`src/design/psr_pkg.sv`:
```
package psr_pkg;

  typedef enum logic [1:0] {
    MODE_MONITOR = 2'd0,
    MODE_SIT     = 2'd1,
    MODE_AWAY    = 2'd2,
    MODE_ALERT   = 2'd3
  } psr_mode_t;

  localparam logic        CFG_IDX_CODE     = 1'b0;
  localparam logic        CFG_IDX_GAP      = 1'b1;
  localparam logic [31:0] GAP_RESET        = 32'd30000;
  localparam logic [31:0] AWAY_LIMIT_MS    = 32'd20000;
  localparam logic [31:0] ALERT_TIMEOUT_MS = 32'd10000;
  localparam logic [1:0]  TALLY_MAX        = 2'd3;
  localparam logic [3:0]  CODE_FIRST       = 4'd1;
  localparam logic [3:0]  CODE_LAST        = 4'd14;
  localparam logic [3:0]  WATER_CODE_FIRST = 4'd5;
  localparam logic        OP_TICK          = 1'b0;

  typedef struct packed {
    logic [31:0] now_ms;
    psr_mode_t   mode;
    logic [31:0] sit_begin;
    logic [31:0] away_begin;
    logic [1:0]  tally;
    logic        absent;
    logic [31:0] absence_begin;
  } psr_state_t;

  typedef struct packed {
    logic sitting_alert;
    logic water_alert;
    logic leave_chime;
    logic return_chime;
  } psr_flags_t;

  // Sitting limit in ticks for each reminder code.
  function automatic logic [31:0] sit_limit(input logic [3:0] code);
    logic [31:0] lim;
    case (code)
      4'd1:    lim = 32'd60000;
      4'd2:    lim = 32'd600000;
      4'd3:    lim = 32'd1800000;
      4'd4:    lim = 32'd3600000;
      4'd5:    lim = 32'd7200000;
      4'd6:    lim = 32'd600000;
      4'd7:    lim = 32'd1200000;
      4'd8:    lim = 32'd1800000;
      4'd9:    lim = 32'd3600000;
      4'd10:   lim = 32'd10000;
      4'd11:   lim = 32'd20000;
      4'd12:   lim = 32'd30000;
      4'd13:   lim = 32'd40000;
      4'd14:   lim = 32'd50000;
      default: lim = 32'd0;
    endcase
    return lim;
  endfunction

endpackage

```
`src/design/psr_if.sv`:
```
interface psr_in_if;
  logic valid;
  logic ready;
  logic op;
  logic presence;
  logic restart;

  modport source (output valid, op, presence, restart, input ready);
  modport sink   (input valid, op, presence, restart, output ready);
endinterface

interface psr_out_if;
  logic       valid;
  logic       ready;
  logic [1:0] state_code;
  logic       sitting_alert;
  logic       water_alert;
  logic       leave_chime;
  logic       return_chime;
  logic [1:0] alerts_so_far;

  modport source (output valid, state_code, sitting_alert, water_alert, leave_chime,
                  return_chime, alerts_so_far, input ready);
  modport sink   (input valid, state_code, sitting_alert, water_alert, leave_chime,
                  return_chime, alerts_so_far, output ready);
endinterface

```
`src/design/psr_step.sv`:
```
module psr_step (
  input  psr_pkg::psr_state_t cur,
  input  logic [3:0]          code,
  input  logic [31:0]         gap_ms,
  input  logic                op,
  input  logic                presence,
  input  logic                restart,
  output psr_pkg::psr_state_t nxt,
  output psr_pkg::psr_flags_t flags
);

  logic        enabled;
  logic        skip;
  logic [31:0] t;
  logic [31:0] sit_elapsed;
  logic [31:0] away_elapsed;
  logic [31:0] abs_elapsed;
  logic [31:0] limit;

  assign enabled = (code >= psr_pkg::CODE_FIRST) && (code <= psr_pkg::CODE_LAST);
  assign limit   = psr_pkg::sit_limit(code);
  assign t       = cur.now_ms;

  always_comb begin
    nxt   = cur;
    flags = '0;
    skip  = 1'b0;

    // restart clears the machine, or drops the whole poll when reminders are off
    if (restart) begin
      if (enabled) begin
        nxt.mode       = psr_pkg::MODE_MONITOR;
        nxt.sit_begin  = '0;
        nxt.away_begin = '0;
        nxt.tally      = '0;
      end else begin
        skip = 1'b1;
      end
    end

    sit_elapsed  = t - nxt.sit_begin;
    away_elapsed = t - nxt.away_begin;
    abs_elapsed  = t - cur.absence_begin;

    if (op == psr_pkg::OP_TICK) begin
      nxt.now_ms = cur.now_ms + 32'd1;
    end else if (!skip) begin
      if (enabled) begin
        case (nxt.mode)
          psr_pkg::MODE_MONITOR: begin
            if (presence) begin
              nxt.sit_begin = t;
              nxt.mode      = psr_pkg::MODE_SIT;
            end
          end
          psr_pkg::MODE_SIT: begin
            if (!presence) begin
              nxt.away_begin = t;
              nxt.mode       = psr_pkg::MODE_AWAY;
            end else if (sit_elapsed >= limit) begin
              if (code < psr_pkg::WATER_CODE_FIRST) begin
                flags.sitting_alert = 1'b1;
              end else begin
                flags.water_alert = 1'b1;
              end
              nxt.mode = psr_pkg::MODE_ALERT;
              if (nxt.tally < psr_pkg::TALLY_MAX) begin
                nxt.tally = nxt.tally + 2'd1;
              end
            end
          end
          psr_pkg::MODE_AWAY: begin
            if (presence) begin
              nxt.mode = psr_pkg::MODE_SIT;
            end else if (away_elapsed >= psr_pkg::AWAY_LIMIT_MS) begin
              nxt.sit_begin = '0;
              nxt.mode      = psr_pkg::MODE_MONITOR;
            end
          end
          psr_pkg::MODE_ALERT: begin
            if (!presence) begin
              flags.leave_chime = 1'b1;
              nxt.mode          = psr_pkg::MODE_MONITOR;
              nxt.tally         = '0;
            end else if (sit_elapsed > psr_pkg::ALERT_TIMEOUT_MS) begin
              nxt.mode = psr_pkg::MODE_MONITOR;
            end
            if (nxt.tally >= psr_pkg::TALLY_MAX) begin
              nxt.mode  = psr_pkg::MODE_MONITOR;
              nxt.tally = '0;
            end
          end
          default: begin
            nxt.mode = psr_pkg::MODE_MONITOR;
          end
        endcase
      end

      // absence tracker runs whether or not reminders are on
      if (!presence && !cur.absent) begin
        nxt.absence_begin = t;
        nxt.absent        = 1'b1;
      end else if (presence && cur.absent) begin
        flags.return_chime = (abs_elapsed > gap_ms);
        nxt.absent         = 1'b0;
      end
    end
  end

endmodule

```
`src/design/presence_sitting_reminder_fsm.sv`:
```
// Sitting and water reminder controller.
//
// in_ch carries one item per tick or sensor poll: op (0 tick, 1 poll), the
// presence sample and a restart flag. out_ch returns exactly one result item
// per input item: the machine state after the step, the alert, leave and
// return flags, and the alert count.
// cfg_we/cfg_index/cfg_wdata write the reminder code (index 0, low four
// bits) or the presence gap in ticks (index 1); write only while idle.
//
// An accepted item goes through the input register and then the result
// register to out_ch. Throughput: one item per cycle while out_ch does not
// stall. The whole state update is one pass of combinational logic between
// the two registers, so each item sees the state its predecessor left.
//
// Reset (rst_n low, synchronous) empties both registers, clears the time
// counter and machine, and loads reminder code 0 and a gap of 30000 ticks.
// When the receiver stalls, the result register holds its item and the
// input register holds one more; in_ch.ready drops only when both are full.
module presence_sitting_reminder_fsm (
  input  logic             clk,
  input  logic             rst_n,
  psr_in_if.sink           in_ch,
  psr_out_if.source        out_ch,
  input  logic             cfg_we,
  input  logic             cfg_index,
  input  logic [31:0]      cfg_wdata
);

  // configuration
  logic [3:0]  code_r;
  logic [31:0] gap_r;

  // input register
  logic s1_valid_r;
  logic s1_op_r;
  logic s1_presence_r;
  logic s1_restart_r;

  // state and result register
  psr_pkg::psr_state_t state_r;
  psr_pkg::psr_state_t state_nxt;
  psr_pkg::psr_flags_t flags_nxt;
  psr_pkg::psr_flags_t flags_r;
  logic                out_valid_r;
  logic [1:0]          mode_r;
  logic [1:0]          tally_r;

  logic advance;
  logic in_take;

  // move the held item forward whenever the result slot is free or draining
  assign advance     = s1_valid_r && (!out_valid_r || out_ch.ready);
  assign in_ch.ready = !s1_valid_r || advance;
  assign in_take     = in_ch.valid && in_ch.ready;

  always_ff @(posedge clk) begin
    if (!rst_n) begin
      code_r <= 4'd0;
      gap_r  <= psr_pkg::GAP_RESET;
    end else if (cfg_we) begin
      if (cfg_index == psr_pkg::CFG_IDX_CODE) begin
        code_r <= cfg_wdata[3:0];
      end else begin
        gap_r <= cfg_wdata;
      end
    end
  end

  always_ff @(posedge clk) begin
    if (!rst_n) begin
      s1_valid_r <= 1'b0;
    end else if (in_ch.ready) begin
      s1_valid_r <= in_ch.valid;
    end
  end

  always_ff @(posedge clk) begin
    if (in_take) begin
      s1_op_r       <= in_ch.op;
      s1_presence_r <= in_ch.presence;
      s1_restart_r  <= in_ch.restart;
    end
  end

  psr_step u_step (
    .cur      (state_r),
    .code     (code_r),
    .gap_ms   (gap_r),
    .op       (s1_op_r),
    .presence (s1_presence_r),
    .restart  (s1_restart_r),
    .nxt      (state_nxt),
    .flags    (flags_nxt)
  );

  // commit the state exactly when the item reaches the result register
  always_ff @(posedge clk) begin
    if (!rst_n) begin
      state_r <= '{now_ms: '0, mode: psr_pkg::MODE_MONITOR, sit_begin: '0,
                   away_begin: '0, tally: '0, absent: 1'b0, absence_begin: '0};
    end else if (advance) begin
      state_r <= state_nxt;
    end
  end

  always_ff @(posedge clk) begin
    if (!rst_n) begin
      out_valid_r <= 1'b0;
    end else if (advance) begin
      out_valid_r <= 1'b1;
    end else if (out_ch.ready) begin
      out_valid_r <= 1'b0;
    end
  end

  always_ff @(posedge clk) begin
    if (advance) begin
      flags_r <= flags_nxt;
      mode_r  <= state_nxt.mode;
      tally_r <= state_nxt.tally;
    end
  end

  assign out_ch.valid         = out_valid_r;
  assign out_ch.state_code    = mode_r;
  assign out_ch.sitting_alert = flags_r.sitting_alert;
  assign out_ch.water_alert   = flags_r.water_alert;
  assign out_ch.leave_chime   = flags_r.leave_chime;
  assign out_ch.return_chime  = flags_r.return_chime;
  assign out_ch.alerts_so_far = tally_r;

endmodule

```
`src/flat_wrapper.sv`:
```
// flat-port wrapper written by rule: the top's interface ports become plain ports
module presence_sitting_reminder_fsm_flat 
  (clk, rst_n, cfg_we, cfg_index, cfg_wdata, in_ch_valid, in_ch_op, in_ch_presence, in_ch_restart, in_ch_ready, out_ch_valid, out_ch_state_code, out_ch_sitting_alert, out_ch_water_alert, out_ch_leave_chime, out_ch_return_chime, out_ch_alerts_so_far, out_ch_ready);
  psr_in_if in_ch_i ();
  psr_out_if out_ch_i ();
  input  logic clk;
  input  logic rst_n;
  input  logic cfg_we;
  input  logic cfg_index;
  input  logic [31:0] cfg_wdata;
  input wire logic [$bits(in_ch_i.valid)-1:0] in_ch_valid;
  input wire logic [$bits(in_ch_i.op)-1:0] in_ch_op;
  input wire logic [$bits(in_ch_i.presence)-1:0] in_ch_presence;
  input wire logic [$bits(in_ch_i.restart)-1:0] in_ch_restart;
  output wire logic [$bits(in_ch_i.ready)-1:0] in_ch_ready;
  output wire logic [$bits(out_ch_i.valid)-1:0] out_ch_valid;
  output wire logic [$bits(out_ch_i.state_code)-1:0] out_ch_state_code;
  output wire logic [$bits(out_ch_i.sitting_alert)-1:0] out_ch_sitting_alert;
  output wire logic [$bits(out_ch_i.water_alert)-1:0] out_ch_water_alert;
  output wire logic [$bits(out_ch_i.leave_chime)-1:0] out_ch_leave_chime;
  output wire logic [$bits(out_ch_i.return_chime)-1:0] out_ch_return_chime;
  output wire logic [$bits(out_ch_i.alerts_so_far)-1:0] out_ch_alerts_so_far;
  input wire logic [$bits(out_ch_i.ready)-1:0] out_ch_ready;
  assign in_ch_i.valid = in_ch_valid;
  assign in_ch_i.op = in_ch_op;
  assign in_ch_i.presence = in_ch_presence;
  assign in_ch_i.restart = in_ch_restart;
  assign in_ch_ready = in_ch_i.ready;
  assign out_ch_valid = out_ch_i.valid;
  assign out_ch_state_code = out_ch_i.state_code;
  assign out_ch_sitting_alert = out_ch_i.sitting_alert;
  assign out_ch_water_alert = out_ch_i.water_alert;
  assign out_ch_leave_chime = out_ch_i.leave_chime;
  assign out_ch_return_chime = out_ch_i.return_chime;
  assign out_ch_alerts_so_far = out_ch_i.alerts_so_far;
  assign out_ch_i.ready = out_ch_ready;
  presence_sitting_reminder_fsm u_core (.clk(clk), .rst_n(rst_n), .in_ch(in_ch_i), .out_ch(out_ch_i), .cfg_we(cfg_we), .cfg_index(cfg_index), .cfg_wdata(cfg_wdata));
endmodule
```
`config.mk`:
```
export PLATFORM = sky130hd
export DESIGN_NAME = presence_sitting_reminder_fsm_flat
export DESIGN_NICKNAME = d
export VERILOG_FILES = /design/src/design/psr_pkg.sv /design/src/design/psr_if.sv /design/src/design/psr_step.sv /design/src/design/presence_sitting_reminder_fsm.sv /design/src/flat_wrapper.sv
export SDC_FILE = /design/constraint.sdc
export NUM_CORES = 1
export LEC_CHECK = 0
export ABC_CLOCK_PERIOD_IN_PS = 7300
export BUFFER_PORTS_ARGS = -buffer_cell sky130_fd_sc_hd__buf_2
export CORE_ASPECT_RATIO = 0.9
export CORE_MARGIN = 5
export CORE_UTILIZATION = 25
export CTS_CLUSTER_SIZE = 40
export DETAILED_ROUTE_END_ITERATION = 16
export GPL_TIMING_DRIVEN = 0
export PLACE_DENSITY_LB_ADDON = 0.12
export SYNTH_ARGS = -nofsm -noshare
export SYNTH_HDL_FRONTEND = slang
export SYNTH_SLANG_ARGS = --single-unit
export TNS_END_PERCENT = 50
```
`constraint.sdc`:
```
create_clock -name clk -period 7.3 [get_ports clk]
set_clock_uncertainty 0.1 [all_clocks]
set_input_delay 0.365 -clock clk [delete_from_list [all_inputs] [get_ports clk]]
set_output_delay 0.365 -clock clk [all_outputs]
set_load 0.05 [all_outputs]
```
# Word-level counts from Yosys, hierarchy flattened
# Memory sizes are Yosys's and may differ from the RTL's. A register that Yosys moved wholly into a read port is not among the register bits.
# Index checks and enable logic that the tools add are counted.
dict set report totals {
  memories 1
  reg_bits 182
  rom_bits 304
}
dict set report classes {
  mux 40
  magnitude_cmp 9
  bitwise_logic 9
  eq_ne 3
  add_sub_neg 5
  n_reduce_logical 22
}
# memory depth width read_ports rd_clocked_by_memory_dff wr line_no
set mem_list {}
lappend mem_list {{(no name shown)} 16 19 1 1 0 psr_pkg.sv:41} ;# case (code)
# cell count
set ops {}
lappend ops {{$mux 68} 3}
lappend ops {{$mux 101} 2}
lappend ops {{$mux 32} 4}
lappend ops {{$sub 32x32->32} 3}
lappend ops {{$mux 34} 2}
lappend ops {{$pmux 32 s2} 1}
lappend ops {{$add 32x1->32 const B} 1}
lappend ops {{$ge 32x15->1 const B} 1}
lappend ops {{$ge 32x32->1} 1}
lappend ops {{$gt 32x14->1 const B} 1}
lappend ops {{$gt 32x32->1} 1}
lappend ops {{$mux 2} 15}
lappend ops {{$mux 1} 9}
lappend ops {{$not 1->1} 9}
lappend ops {{$mux 4} 2}
lappend ops {{$pmux 2 s4} 1}
lappend ops {{$reduce_and 4->1} 2}
lappend ops {{$reduce_or 4->1} 2}
lappend ops {{$reduce_and 2->1} 3}
lappend ops {{$reduce_or 6->1} 1}
lappend ops {{$logic_and 1x1->1} 5}
lappend ops {{$eq 2x2->1 const B} 2}
lappend ops {{$ge 4x1->1 const B} 1}
lappend ops {{$le 4x4->1 const B} 1}
lappend ops {{10 further kinds} 15}

# Longest topological paths before layout
# Gate-level depths: netlist of run 1.
dict set report logic_depth {
  ltp_word 15
  ltp_mapped 31
}

# Modules after synthesis
# A second synthesis of run 1 with hierarchy kept.
dict set report unflattened {
  hier_cells 2426
  hier_area_um2 17692.0
}
# module n_inst cells_each seq_area_each_um2 area_each_um2
set by_module_without_submodules {}
lappend by_module_without_submodules {psr_step 1 1674 0.0 10677.7}
lappend by_module_without_submodules {presence_sitting_reminder_fsm 1 752 3753.6 7014.2}

# Least setup slack after synthesis of run 1
# No wires, ideal clock.
dict set report synth_timing {
  path_type {register to register}
  start {reg u_core.code_r[3]}
  end {reg u_core.tally_r[0], in the netlist u_core.out_ch.alerts_so_far[0], data pin}
  setup_ns 0.259
  setup_slack_ns 0.809
  stages_incl_launch_ff 31
  t_arrival_ns 6.132
  t_required_ns 6.941
  cell_sequence {dfxtp_1 > or4_1 > buf_2 > nand3_4 > buf_4 > buf_2 > clkbuf_1 > clkbuf_1 > clkbuf_1 > and2_1 > ha_1 > inv_1 > ha_1 > a21oi_1 > o311ai_1 > o211ai_1 > o211ai_1 > o21ai_2 > nand2_1 > xor2_1 > ha_1 > a21o_1 > a21oi_1 > o21ai_0 > a211oi_1 > o21ai_0 > maj3_1 > a21oi_1 > a21o_1 > nor3_1 > a211o_1}
}
# element line_no
set synth_rtl {}
lappend synth_rtl {{start, declared} presence_sitting_reminder_fsm.sv:30} ;# logic [3:0] code_r;
lappend synth_rtl {{start signal, assigned} presence_sitting_reminder_fsm.sv:62} ;# code_r <= cfg_wdata[3:0];
lappend synth_rtl {{end signal, assigned} presence_sitting_reminder_fsm.sv:120} ;# tally_r <= state_nxt.tally;
lappend synth_rtl {{end, declared} presence_sitting_reminder_fsm.sv:46} ;# logic [1:0] tally_r;

==> results.md, run 1 <==
* Run status: complete, no violations
* Leak at 7.289 nW
* Area growth, synth to finish at 15.30%
* Die height at ~250 µm
* Seq/Total Area, Yosys at 0.2585
* Reg-to-reg slack, setup at roughly 0.34 ns
* H-tree depth at 4
* YS warnings at 0
* Starting Density at 0.2518
* Cts bufs inserted at 17
* Tightest Pin Transition at roughly 1.3 ns
* Clock latency on the worst-skew pair at between 0.5 and 0.6 ns
* Slew headroom at 0.1423
* RSZ-0062 raised after global routing: true
* CP peak stage delay at approximately 0.53 ns
* Routed Antenna Nets at 0
* EDFF count, synth at 11
* Buffers added on ports at 50
* Library cells used by synthesis at 94
* Finished Core Util at 0.2903
* Most used cell, CP: a21o_1
* Post-Syn Area at between 15000 and 20000 µm²
* Final Hold Fails at 0
* Min Tclk post-route at around 7 ns
* Setup ws final at around 0.34 ns
* Syn_area_per_cell at between 7 and 8 µm²
* Drt total wl at roughly 56 mm
* CTS tree: done
* Clock Sinks at between 150 and 200
* Hold crit path type: in2reg
* Worst Path Required at roughly 7.5 ns
* Max frequency at about 140 MHz
* Wirelength per Cell at around 19 µm
* Final HPWL DP at between 40 and 50 mm
* Beginning of the worst register-to-register path: u_core.code_r[3]
* Highest net fanout along the worst path at 10
* Hold endpoint: u_core.gap_r[27]
* Dpl ws at -1.813 ns
* Grt total ovfl at 0
* Gr usage total at 0.1660
* Final nets at ~2.3k
* Critical path endpoint category: flop
* Crit Path Class: reg2reg
* Peak VDD IR at approximately 0.00016 V
* Ys async rst share at 0
* First-pass GRT wire length at ~87 mm
* Syn_nets at ~2.2k
* WHS Path Cells at 3
* DRC Markers at 0
* Vias in the first global route at 14.68k
* DIE AREA at about 68000 µm²
* Final setup viols at 0
* Share of layout cells above drive strength 1 at 0.07418
* Critical R2R Capture: u_core.out_ch.alerts_so_far[0]
* Clock slew at reported path FFs at 0.09 ns
* Core ar. at 62590 µm²
* CP arrival at about 7 ns
* Slowest cell on the critical path: or4_1
* FP Rows at 87
* Overall Power at about 0.0024 W
* Longest Clk Path Bufs at 2
* Initial antenna violation count at 4
* Chip width at roughly 270 µm
* #FFs+latches synth at ~200
* Slew Limit Fails at 0
* DR iter-0 viols at 983
* Final worst path period share at 0.9535
* Gpl congestion at 0.8656
* FF-to-FF path depth at 28
* TritonRoute pass-1 iters at 5
* Detailed-route via count at between 15k and 20k
* Post-DR vias/cell at 5.019
* Pwr dens at 133.6 nW/µm²
* Largest net degree at the start of global routing at 18
* MaxCap Viol Count at 0
* CTS Root Buffer Type: clkbuf_16
* Startpoint type of the worst setup path: flop
* IO Pins at 51
* Top_reg_cell synth: dfxtp_1
* Post-Syn Instances at between 2k and 2.5k
* Worst Hold Launch: cfg_wdata[27]
[layout by cell type, fill, tap and decap left out, types with 22 or more instances in the layout]
master	netlist	routed
nand2_1	284	284
dfxtp_1	187	187
ha_1	142	141
nor2_1	96	96
and2_1	37	37
a21boi_0	68	67
dlygate4sd3_1	0	29
o21ai_0	84	80
clkbuf_1	109	100
inv_1	122	122
a22o_1	30	30
o21a_1	25	25
a21o_1	49	49
a31oi_1	27	26
and3_1	22	22
buf_2	7	57
nand2b_1	30	30
nand4_1	46	46
xnor2_1	79	79
xor2_1	29	28
a22oi_1	36	36
nor2b_1	63	63
nor3_1	37	33
a21oi_1	123	121
nand3_1	41	41
[layout make-up]
class	count	area, µm²
Fill cell	6861	44420
Sequential cell	198	4074
Inverter	122	457.9
Clock buffer	20	456.7
Multi-Input combinational cell	1590	10830
Clock inverter	12	138.9
Buffer	126	535.5
Tap cell	845	1057
Timing Repair Buffer	89	615.6
Antenna cell	1	2.502
[per-layer routing]
| metal | wire, µm | part of all wire | vias to the layer above | GRT usage |
|---|---|---|---|---|
| met4 | 1636 | 0.029 | 0 | 0.06127 |
| met3 | 2474 | 0.044 | 67 | 0.02340 |
| met1 | 27970 | 0.50 | 7169 | 0.2366 |
| met2 | 24200 | 0.43 | 320 | 0.2550 |
| li1 | - | - | 7515 | - |
| met5 | 0 | 0 | - | 0 |
[state kept, by name, indices dropped and copies added, names as in the netlist, 2 cells and up]
signal and cells:
u_core.state_r 133, u_core.gap_r 32, u_core.u_step.limit 16, u_core.code_r 4
u_core.out_ch.alerts_so_far 2, u_core.out_ch.state_code 2
[critical path: cells and delay by family, from the launching register on]
kind	cells	cell delay, ns
compound gates	11	2.27
simple gates	7	1.28
buf+inv	6	1.21
fa+ha+maj	3	1.11
flops	1	0.36
xor+xnor	1	0.32
[worst max-delay path by stage]
stage / depth (start not counted) / endpoint / start
2_1_floorplan: 30 / u_core.out_ch.alerts_so_far[0] / u_core.code_r[3]
3_3_place_gp: 30 / u_core.out_ch.alerts_so_far[0] / u_core.code_r[3]
3_5_place_dp: 29 / u_core.out_ch.alerts_so_far[0] / u_core.code_r[0]
4_1_cts: 32 / u_core.out_ch.alerts_so_far[0] / u_core.code_r[3]
5_1_grt: 27 / u_core.state_r[87] / u_core.code_r[3]
6_report: 28 / u_core.out_ch.alerts_so_far[0] / u_core.code_r[3]
[Yosys cell counts, types with 7 or more instances]
cell type | instances | area share
nand2_1 | 284 | 0.068
dfxtp_1 | 187 | 0.24
ha_1 | 142 | 0.11
a21oi_1 | 123 | 0.039
inv_1 | 122 | 0.029
clkbuf_1 | 109 | 0.026
nor2_1 | 96 | 0.023
o21ai_0 | 84 | 0.027
xnor2_1 | 79 | 0.044
a21boi_0 | 68 | 0.032
nor2b_1 | 63 | 0.025
a21o_1 | 49 | 0.023
nand4_1 | 46 | 0.018
nand3_1 | 41 | 0.013
and2_1 | 37 | 0.015
nor3_1 | 37 | 0.012
a22oi_1 | 36 | 0.017
a22o_1 | 30 | 0.017
nand2b_1 | 30 | 0.012
xor2_1 | 29 | 0.016
a31oi_1 | 27 | 0.011
o21a_1 | 25 | 0.012
and3_1 | 22 | 0.0087
o21bai_1 | 20 | 0.0095
a211oi_1 | 18 | 0.0086
o211ai_1 | 17 | 0.0081
buf_1 | 11 | 0.0026
edfxtp_1 | 11 | 0.021
or3_1 | 10 | 0.0040
o32ai_1 | 9 | 0.0050
a311oi_1 | 8 | 0.0044
nor4bb_1 | 8 | 0.0051
o22ai_1 | 8 | 0.0032
o31ai_1 | 8 | 0.0038
a211o_1 | 7 | 0.0039
a31o_2 | 7 | 0.0039
buf_2 | 7 | 0.0022
o2111ai_1 | 7 | 0.0039
[cell families (layout without fill, tap and decap cells)]
group                      after synthesis  count (layout)  share of synthesized area
DFF                                    198             198                     0.2585
other                                    0               1                          0
and+or+nand+nor                        715             715                     0.2264
buffers and inverters                  252             369                    0.06153
muxes                                    8               8                   0.005240
adders and majority gates              145             145                     0.1159
AOI/OAI and AO/OA                      614             614                     0.2724
xor gates and xnor gates               108             108                    0.06002
[per-stage QoR]
stage / TNS [ns] / hold slack (ns) / instance area [µm²] / std cells
after floorplan: 0 / 0.3404 / 15760 / 2040
after global placement: -50.59 / 0.3525 / 17070 / 2935
after detailed placement: -49.56 / 0.3583 / 17070 / 2935
after CTS: 0 / 0.0008589 / 18030 / 2998
after global routing: -0.9751 / 0.02376 / 18170 / 3002
final: 0 / 0.03394 / 18170 / 3003
[timing repair]
action                                  in CTS  in global routing
setup buffers                                2                  8
endpoints found under the setup margin      42                 39
hold endpoints to repair                    29                  0
hold buffers                                29                  0
gates resized for setup                     19                 24
pin swaps                                    4                  7
[power breakdown]
part	switching, W	internal, W
Clock	0.000493	0.000528
Combinational	0.000183	0.0000995
Sequential	0.0000119	0.00111
Total	0.000688	0.00174
(Power assumes the default switching activity.)
==> inputs of run 2 (changes only) <==
- ABC_AREA: default -> 1
- CTS_BUF_LIST: default -> sky130_fd_sc_hd__clkbuf_4 sky130_fd_sc_hd__clkbuf_8 sky130_fd_sc_hd__clkbuf_16
==> results.md, run 2 <==
* Slew Limit Fails at 0 (unchanged)
* Initial antenna violation count at 1 (was 4)
* Most frequent cells in the layout: nand2_1 (690), inv_1 (378), a21oi_1 (372) (was nand2_1 (284), dfxtp_1 (187), ha_1 (141))
* Min Tclk post-route at 6.654 ns (was 6.960 ns)
* Pwr dens at 178.9 nW/µm² (was 133.6 nW/µm²)
* CP peak stage delay at 0.54 ns (was 0.53 ns)
* Vias in the first global route at 16.68k (was 14.68k)
* #FFs+latches synth at 198 (unchanged)
* CP arrival at 6.80 ns (was 7.11 ns)
* MaxCap Viol Count at 0 (unchanged)
* CTS tree: done (unchanged)
* Leak at 9.036 nW (was 7.289 nW)
* Slowest cell on the critical path: clkbuf_1 (was or4_1)
* Top_reg_cell synth: dfxtp_1 (unchanged)
* Grt total ovfl at 0 (unchanged)
* Drt total wl at 65.01 mm (was 56.28 mm)
* Final HPWL DP at 52.50 mm (was 44.31 mm)
* Worst Setup SP: u_core.code_r[1] (was u_core.code_r[3])
* Largest register FFs at 133 (unchanged)
* Placed Instances at 3588 (was 2935)
* Most flops, register: u_core.state_r (unchanged)
* Final setup viols at 0 (unchanged)
* Run status: complete, no violations (unchanged)
* Largest family of logic cells by synthesized area: simple AND/OR/NAND/NOR gates (was compound AO/OA/AOI/OAI gates)
* FF-to-FF path depth at 36 (was 28)
* Post-Syn Area at 16690 µm² (was 15760 µm²)
* Largest net degree at the start of global routing at 23 (was 18)
* Longest Clk Path Bufs at 2 (unchanged)
* Final nets at 2943 (was 2329)
* Gate power share at 0.325 (was 0.116)
* Slew headroom at 0.1527 (was 0.1423)
* YS warnings at 0 (unchanged)
* FP Rows at 89 (was 87)
* Gr usage total at 0.1772 (was 0.1660)
* EDFF count, synth at 11 (unchanged)
* Hold crit path type: in2reg (unchanged)
* RSZ-0062 raised after global routing: false (was true)
* Die height at 255.2 µm (was 248.2 µm)
* Clock latency on the worst-skew pair at 0.51 ns (about the same)
* Switching power total at 0.001327 W (was 0.0006878 W)
* Critical path endpoint category: flop (unchanged)
* DIE AREA at 72050 µm² (was 68160 µm²)
* Share of layout cells above drive strength 1 at 0.05738 (was 0.07418)
* Post-Syn Instances at 2675 (was 2040)
* Beginning of the worst register-to-register path: u_core.code_r[1] (was u_core.code_r[3])
* TritonRoute pass-1 iters at 6 (was 5)
* Buffers added on ports at 49 (was 50)
* Worst Path Required at 7.45 ns (about the same)
* Final Hold Fails at 0 (unchanged)
* Cell with the most instances after synthesis: nand2_1 (unchanged)
* Adder-cell share of the synthesized area at 0.1088 (was 0.1159)
* DRC Markers at 0 (unchanged)
* Top post-synthesis cells by area: dfxtp_1 (22%), nand2_1 (16%), a21oi_1 (11%) (was dfxtp_1 (24%), ha_1 (11%), nand2_1 (6.8%))
* First-pass GRT wire length at 98.01 mm (was 87.37 mm)
* Synth Area in XOR/XNOR at 0.03200 (was 0.06002)
* Simple-Gate Fraction of Synth Area at 0.2859 (was 0.2264)
* Library cells used by synthesis at 57 (was 94)
* Syn_area_per_cell at 6.241 µm² (was 7.725 µm²)
* Finished Cell Area at 18850 µm² (was 18170 µm²)
* Final worst path period share at 0.9115 (was 0.9535)
* Post-synth top cells: nand2_1 (690), inv_1 (378), a21oi_1 (372) (was nand2_1 (284), dfxtp_1 (187), ha_1 (142))
* Sequential power share at 0.343 (was 0.463)
* Finished Core Util at 0.2860 (was 0.2903)
* Compound-Gate Fraction of Synth Area at 0.2204 (was 0.2724)
* Syn_nets at 2860 (was 2225)
* Setup ws final at 0.6461 ns (was 0.3397 ns)
* Highest net fanout along the worst path at 10 (unchanged)
* Crit Path Class: reg2reg (unchanged)
* Post-DR vias/cell at 4.844 (was 5.019)
* Wirelength per Cell at 17.88 µm (was 18.74 µm)
* Detailed-route via count at 17.61k (was 15.07k)
* Int Pwr at 0.002045 W (was 0.001739 W)
* Critical R2R Capture: u_core.out_ch.alerts_so_far[0] (unchanged)
* Routed Antenna Nets at 0 (unchanged)
* Clock power share at 0.331 (was 0.421)
* Most common cell after layout, fill and taps aside: nand2_1 (unchanged)
* Core ar. at 65920 µm² (was 62590 µm²)
* Dpl ws at 0.5148 ns (was -1.813 ns)
* Post-synthesis mux area share at 0 (was 0.005240)
* H-tree depth at 4 (unchanged)
* CTS Root Buffer Type: clkbuf_16 (unchanged)
* Clock Sinks at 198 (unchanged)
* Seq/Total Area, Yosys at 0.2440 (was 0.2585)
* Clock slew at reported path FFs at 0.09 ns (about the same)
* IO Pins at 51 (unchanged)
* Share of the synthesized area in the top cell type at 0.2242 (was 0.2376)
* Fin cells at 3636 (was 3003)
* Peak VDD IR at 0.0001349 V (was 0.0001575 V)
* Area growth, synth to finish at 12.92% (was 15.30%)
* Startpoint type of the worst setup path: flop (unchanged)
* Ys async rst share at 0 (unchanged)
* Sw frac at 0.3936 (was 0.2834)
* Yosys top cell by area: dfxtp_1 (unchanged)
* Placed cell area at 18020 µm² (was 17070 µm²)
* Max frequency at 150.3 MHz (was 143.7 MHz)
* Tightest Pin Transition at 1.261 ns (was 1.287 ns)
* Gpl congestion at 0.8812 (was 0.8656)
* DR iter-0 viols at 1199 (was 983)
* Reg-to-reg slack, setup at 0.65 ns (was 0.34 ns)
* Most used cell, CP: nand2_1 (was a21o_1)
* Cts bufs inserted at 17 (unchanged)
* Post-route setup TNS at 0 ns (unchanged)
* Chip width at 282.4 µm (was 274.7 µm)
* Starting Density at 0.2532 (was 0.2518)
* Crit path capture: u_core.out_ch.alerts_so_far[0] (unchanged)
* Fillers at 7369 (was 6861)
-- run 2: cell types whose count changed after synthesis, moves of 78 or more --
cell | before | now
a21oi_1 | 123 | 372
inv_1 | 122 | 378
nand2_1 | 284 | 690
nand3_1 | 41 | 129
nor2_1 | 96 | 174
o21ai_0 | 84 | 176
-- run 2: area by class of cell --
| cell class | count | area [µm²] | area share |
|---|---|---|---|
| buffer | 86 | 357.8 | 0.01898 |
| inverter | 389 | 1460 | 0.07745 |
| tap | 864 | 1081 | 0.05734 |
| timing repair buffer | 64 | 395.4 | 0.02097 |
| multi-input combinational | 2002 | 10800 | 0.5731 |
| antenna | 1 | 2.502 | 0.0001327 |
| clock buffer | 17 | 425.4 | 0.02257 |
| sequential | 198 | 4074 | 0.2161 |
| clock inverter | 15 | 251.5 | 0.01334 |
-- run 2: critical path, delay by kind of cell, from the launching register on --
kind / cells / cell delay [ns]
flops: 1 / 0.37
simple gates: 23 / 3.15
fa+ha+maj: 3 / 0.63
xor+xnor: 1 / 0.23
buf+inv: 7 / 1.57
compound gates: 2 / 0.32
-- run 2: how the worst min path moves through the flow --
stage                           startpoint               end  depth (start not counted)
final                        cfg_wdata[29]  u_core.gap_r[29]                          3
after global routing         cfg_wdata[18]  u_core.gap_r[18]                          3
after CTS                    cfg_wdata[29]  u_core.gap_r[29]                          3
after detailed placement  u_core.gap_r[31]  u_core.gap_r[31]                          2
after global placement    u_core.gap_r[31]  u_core.gap_r[31]                          2
after floorplan           u_core.gap_r[16]  u_core.gap_r[16]                          2
-- run 2: repair_timing --
action                                  CTS  global route
resized for setup                         0             2
endpoints found under the setup margin    0             5
hold buffers                             15             0
endpoints found under the hold margin    15             0
buffers inserted                          0             0
-- run 2: stage by stage --
step | power, W | hold slack [ns]
after global placement | 0.002251 | 0.3493
after global routing | 0.003590 | 0.04010
after detailed placement | 0.002262 | 0.3558
after CTS | 0.003393 | 0.004740
after floorplan | 0.001953 | 0.3353
final | 0.003372 | 0.04048
-- run 2: cell families (layout without fill, tap and decap cells) --
logic type	Yosys count	after routing
AND/OR/NAND/NOR	1125	1125
AO/OA/AOI/OAI	672	672
buffers and inverters	475	571
flip-flops	198	198
adder cells (fa/ha/maj)	144	144
XOR/XNOR	61	61
other	0	1
-- run 2: power groups by stage --
stage / Clock, W / Combinational (W) / Sequential (W)
6_report: 0.00112 / 0.00110 / 0.00116
5_1_grt: 0.00118 / 0.00125 / 0.00116
4_1_cts: 0.00114 / 0.00109 / 0.00116
3_5_place_dp: 0 / 0.00108 / 0.00118
3_3_place_gp: 0 / 0.00107 / 0.00118
2_1_floorplan: 0 / 0.000769 / 0.00118
-- run 2: layer usage --
metal | track usage | vias up | routed length, µm
li1 | - | 8997 | -
met1 | 0.2410 | 8096 | 31170
met2 | 0.2750 | 448 | 27900
met3 | 0.04889 | 69 | 4341
met4 | 0.04941 | 2 | 1419
met5 | 0.01775 | - | 179
==> inputs of run 3 (changes only) <==
- CORE_UTILIZATION: 25 -> 39
==> results.md, run 3 (same netlist as run 2, synthesis figures left out) <==
* Clock slew at reported path FFs at 0.08 ns (was 0.09 ns)
* Longest Clk Path Bufs at 2 (unchanged)
* Tightest Pin Transition at 1.107 ns (was 1.261 ns)
* Chip width at 228.1 µm (was 282.4 µm)
* Worst Path Required at 7.42 ns (was 7.45 ns)
* Fillers at 4599 (was 7369)
* Peak VDD IR at 0.0001814 V (was 0.0001349 V)
* Critical path endpoint category: flop (unchanged)
* Wirelength per Cell at 18.03 µm (was 17.88 µm)
* Clock latency on the worst-skew pair at 0.46 ns (was 0.51 ns)
* Gpl congestion at 0.9365 (was 0.8812)
* Final HPWL DP at 47.78 mm (was 52.50 mm)
* Beginning of the worst register-to-register path: u_core.code_r[2] (was u_core.code_r[1])
* CTS Root Buffer Type: clkbuf_16 (unchanged)
* Slew Limit Fails at 0 (unchanged)
* Die height at 206.3 µm (was 255.2 µm)
* Most common cell after layout, fill and taps aside: nand2_1 (unchanged)
* Cts bufs inserted at 17 (unchanged)
* Final nets at 2933 (was 2943)
* Overall Power at 0.003269 W (was 0.003372 W)
* Most flops, register: u_core.state_r (unchanged)
* Startpoint type of the worst setup path: flop (unchanged)
* DRC Markers at 0 (unchanged)
* Slew headroom at 0.2618 (was 0.1527)
* DR iter-0 viols at 1399 (was 1199)
* Post-route setup TNS at 0 ns (unchanged)
* CP arrival at 6.92 ns (was 6.80 ns)
* Reg-to-reg slack, setup at 0.50 ns (was 0.65 ns)
* Leak at 8.967 nW (was 9.036 nW)
* Final setup viols at 0 (unchanged)
* Initial antenna violation count at 0 (was 1)
* Final Hold Fails at 0 (unchanged)
* Sw frac at 0.3803 (was 0.3936)
* FF-to-FF path depth at 29 (was 36)
* Starting Density at 0.3918 (was 0.2532)
* DIE AREA at 47050 µm² (was 72050 µm²)
* IO Pins at 51 (unchanged)
* CP peak stage delay at 0.65 ns (was 0.54 ns)
* Critical R2R Capture: u_core.out_ch.state_code[1] (was u_core.out_ch.alerts_so_far[0])
* Detailed-route via count at 17.71k (was 17.61k)
* Gr usage total at 0.2475 (was 0.1772)
* Buffers added on ports at 49 (unchanged)
* Min Tclk post-route at 6.802 ns (was 6.654 ns)
* Crit Path Class: reg2reg (unchanged)
* Post-DR vias/cell at 5.341 (was 4.844)
* Gate power share at 0.330 (was 0.325)
* CTS tree: done (unchanged)
* Drt total wl at 59.79 mm (was 65.01 mm)
* Antenna Cells at 0 (was 1)
* Final worst path period share at 0.9317 (was 0.9115)
* Switching power total at 0.001243 W (was 0.001327 W)
* Multi-input gate area at 10800 µm² (unchanged)
* Most frequent cells in the layout: nand2_1 (690), inv_1 (378), a21oi_1 (372) (unchanged)
* Largest register FFs at 133 (unchanged)
* Core ar. at 42610 µm² (was 65920 µm²)
* Slowest cell on the critical path: clkbuf_1 (unchanged)
* TritonRoute pass-1 iters at 6 (unchanged)
* Clock Sinks at 198 (unchanged)
* H-tree depth at 4 (unchanged)
* Worst Hold Launch: cfg_wdata[14] (was cfg_wdata[29])
* Hold endpoint: u_core.gap_r[14] (was u_core.gap_r[29])
* RSZ-0062 raised after global routing: false (unchanged)
* Grt total ovfl at 0 (unchanged)
* Most used cell, CP: nand2_1 (unchanged)
* FF+latch area at 4074 µm² (unchanged)
* Clock power share at 0.317 (was 0.331)
* Max frequency at 147.0 MHz (was 150.3 MHz)
* Vias in the first global route at 16.41k (was 16.68k)
* Sequential power share at 0.354 (was 0.343)
* Highest net fanout along the worst path at 10 (unchanged)
* MaxCap Viol Count at 0 (unchanged)
* Pwr dens at 178.5 nW/µm² (was 178.9 nW/µm²)
* WHS Path Cells at 3 (unchanged)
* Largest net degree at the start of global routing at 21 (was 23)
* Share of layout cells above drive strength 1 at 0.05723 (was 0.05738)
* Area growth, synth to finish at 9.728% (was 12.92%)
* Routed Antenna Nets at 0 (unchanged)
* Hold crit path type: in2reg (unchanged)
* Int Pwr at 0.002026 W (was 0.002045 W)
* First-pass GRT wire length at 92.49 mm (was 98.01 mm)
* Post-cts resize count at 0 (unchanged)
* Run status: complete, no violations (unchanged)
* FP Rows at 72 (was 89)
-- run 3: changes by cell type in the layout (fill, tap and decap cells not counted) --
cell           change
dlygate4sd3_1     -10
clkinv_8           -4
clkinv_4           +3
clkinvlp_4         +2
clkbuf_1           +1
clkbuf_2           -1
diode_2            -1
inv_12             -1
inv_6              +1
inv_8              -1
-- run 3: per-layer routing --
metal  up-vias  part of all wire  global-route usage
met2       525              0.44              0.4011
met3        70             0.071             0.05481
met4         0             0.018             0.05703
li1       8977                 -                   -
met5         -                 0                   0
met1      8139              0.47              0.3389
-- run 3: power by group through the flow --
stage	clock network (W)	logic [W]	registers, W
6_report	0.00104	0.00108	0.00116
5_1_grt	0.00110	0.00122	0.00116
4_1_cts	0.00105	0.00107	0.00116
3_5_place_dp	0	0.00106	0.00118
3_3_place_gp	0	0.00104	0.00118
2_1_floorplan	0	0.000769	0.00118
-- run 3: worst max-delay path by stage --
| stage | startpoint | endpoint | slack, ns | depth (start not counted) |
|---|---|---|---|---|
| 2_1_floorplan | u_core.state_r[101] | u_core.out_ch.return_chime | 2.46 | 27 |
| 3_3_place_gp | u_core.code_r[2] | u_core.out_ch.state_code[1] | 0.72 | 29 |
| 3_5_place_dp | u_core.code_r[2] | u_core.out_ch.state_code[1] | 0.73 | 29 |
| 4_1_cts | u_core.code_r[2] | u_core.out_ch.state_code[1] | 0.70 | 29 |
| 5_1_grt | u_core.code_r[0] | u_core.state_r[34] | 0.10 | 35 |
| 6_report | u_core.code_r[2] | u_core.out_ch.state_code[1] | 0.50 | 29 |
-- run 3: what timing repair did --
item / 4_1_cts / 5_1_grt
hold buffers: 5 / 0
setup buffers: 0 / 0
endpoints found under the hold margin: 5 / 0
-- run 3: area by class of cell --
class                           instances  area share
Tap cell                              555     0.03791
Sequential cell                       198      0.2224
Buffer                                 86     0.01947
Timing Repair Buffer                   54     0.01612
Multi-Input combinational cell       2002      0.5898
Inverter                              389     0.07971
Clock buffer                           17     0.02322
Clock inverter                         15     0.01141
-- run 3: critical path, delay by kind of cell (launching register included) --
family / cells / cell delay (ns)
AOI/OAI and AO/OA: 5 / 0.72
and+or+nand+nor: 16 / 2.59
buffers and inverters: 5 / 1.62
xor gates and xnor gates: 1 / 0.36
DFF: 1 / 0.37
adders and majority gates: 2 / 0.77
-- run 3: metrics by stage --
stage | hold WS, ns | area, µm² | setup slack [ns] | utilization | instances
2_1_floorplan | 0.3353 | 16690 | 2.457 | - | 2675
3_3_place_gp | 0.3488 | 17630 | 0.7233 | 0.4138 | 3279
3_5_place_dp | 0.3520 | 17630 | 0.7303 | 0.4138 | 3279
4_1_cts | 0.001255 | 18320 | 0.7036 | 0.4299 | 3316
5_1_grt | 0.02193 | 18320 | 0.1028 | 0.4299 | 3316
6_report | 0.02239 | 18320 | 0.4982 | 0.4299 | 3316
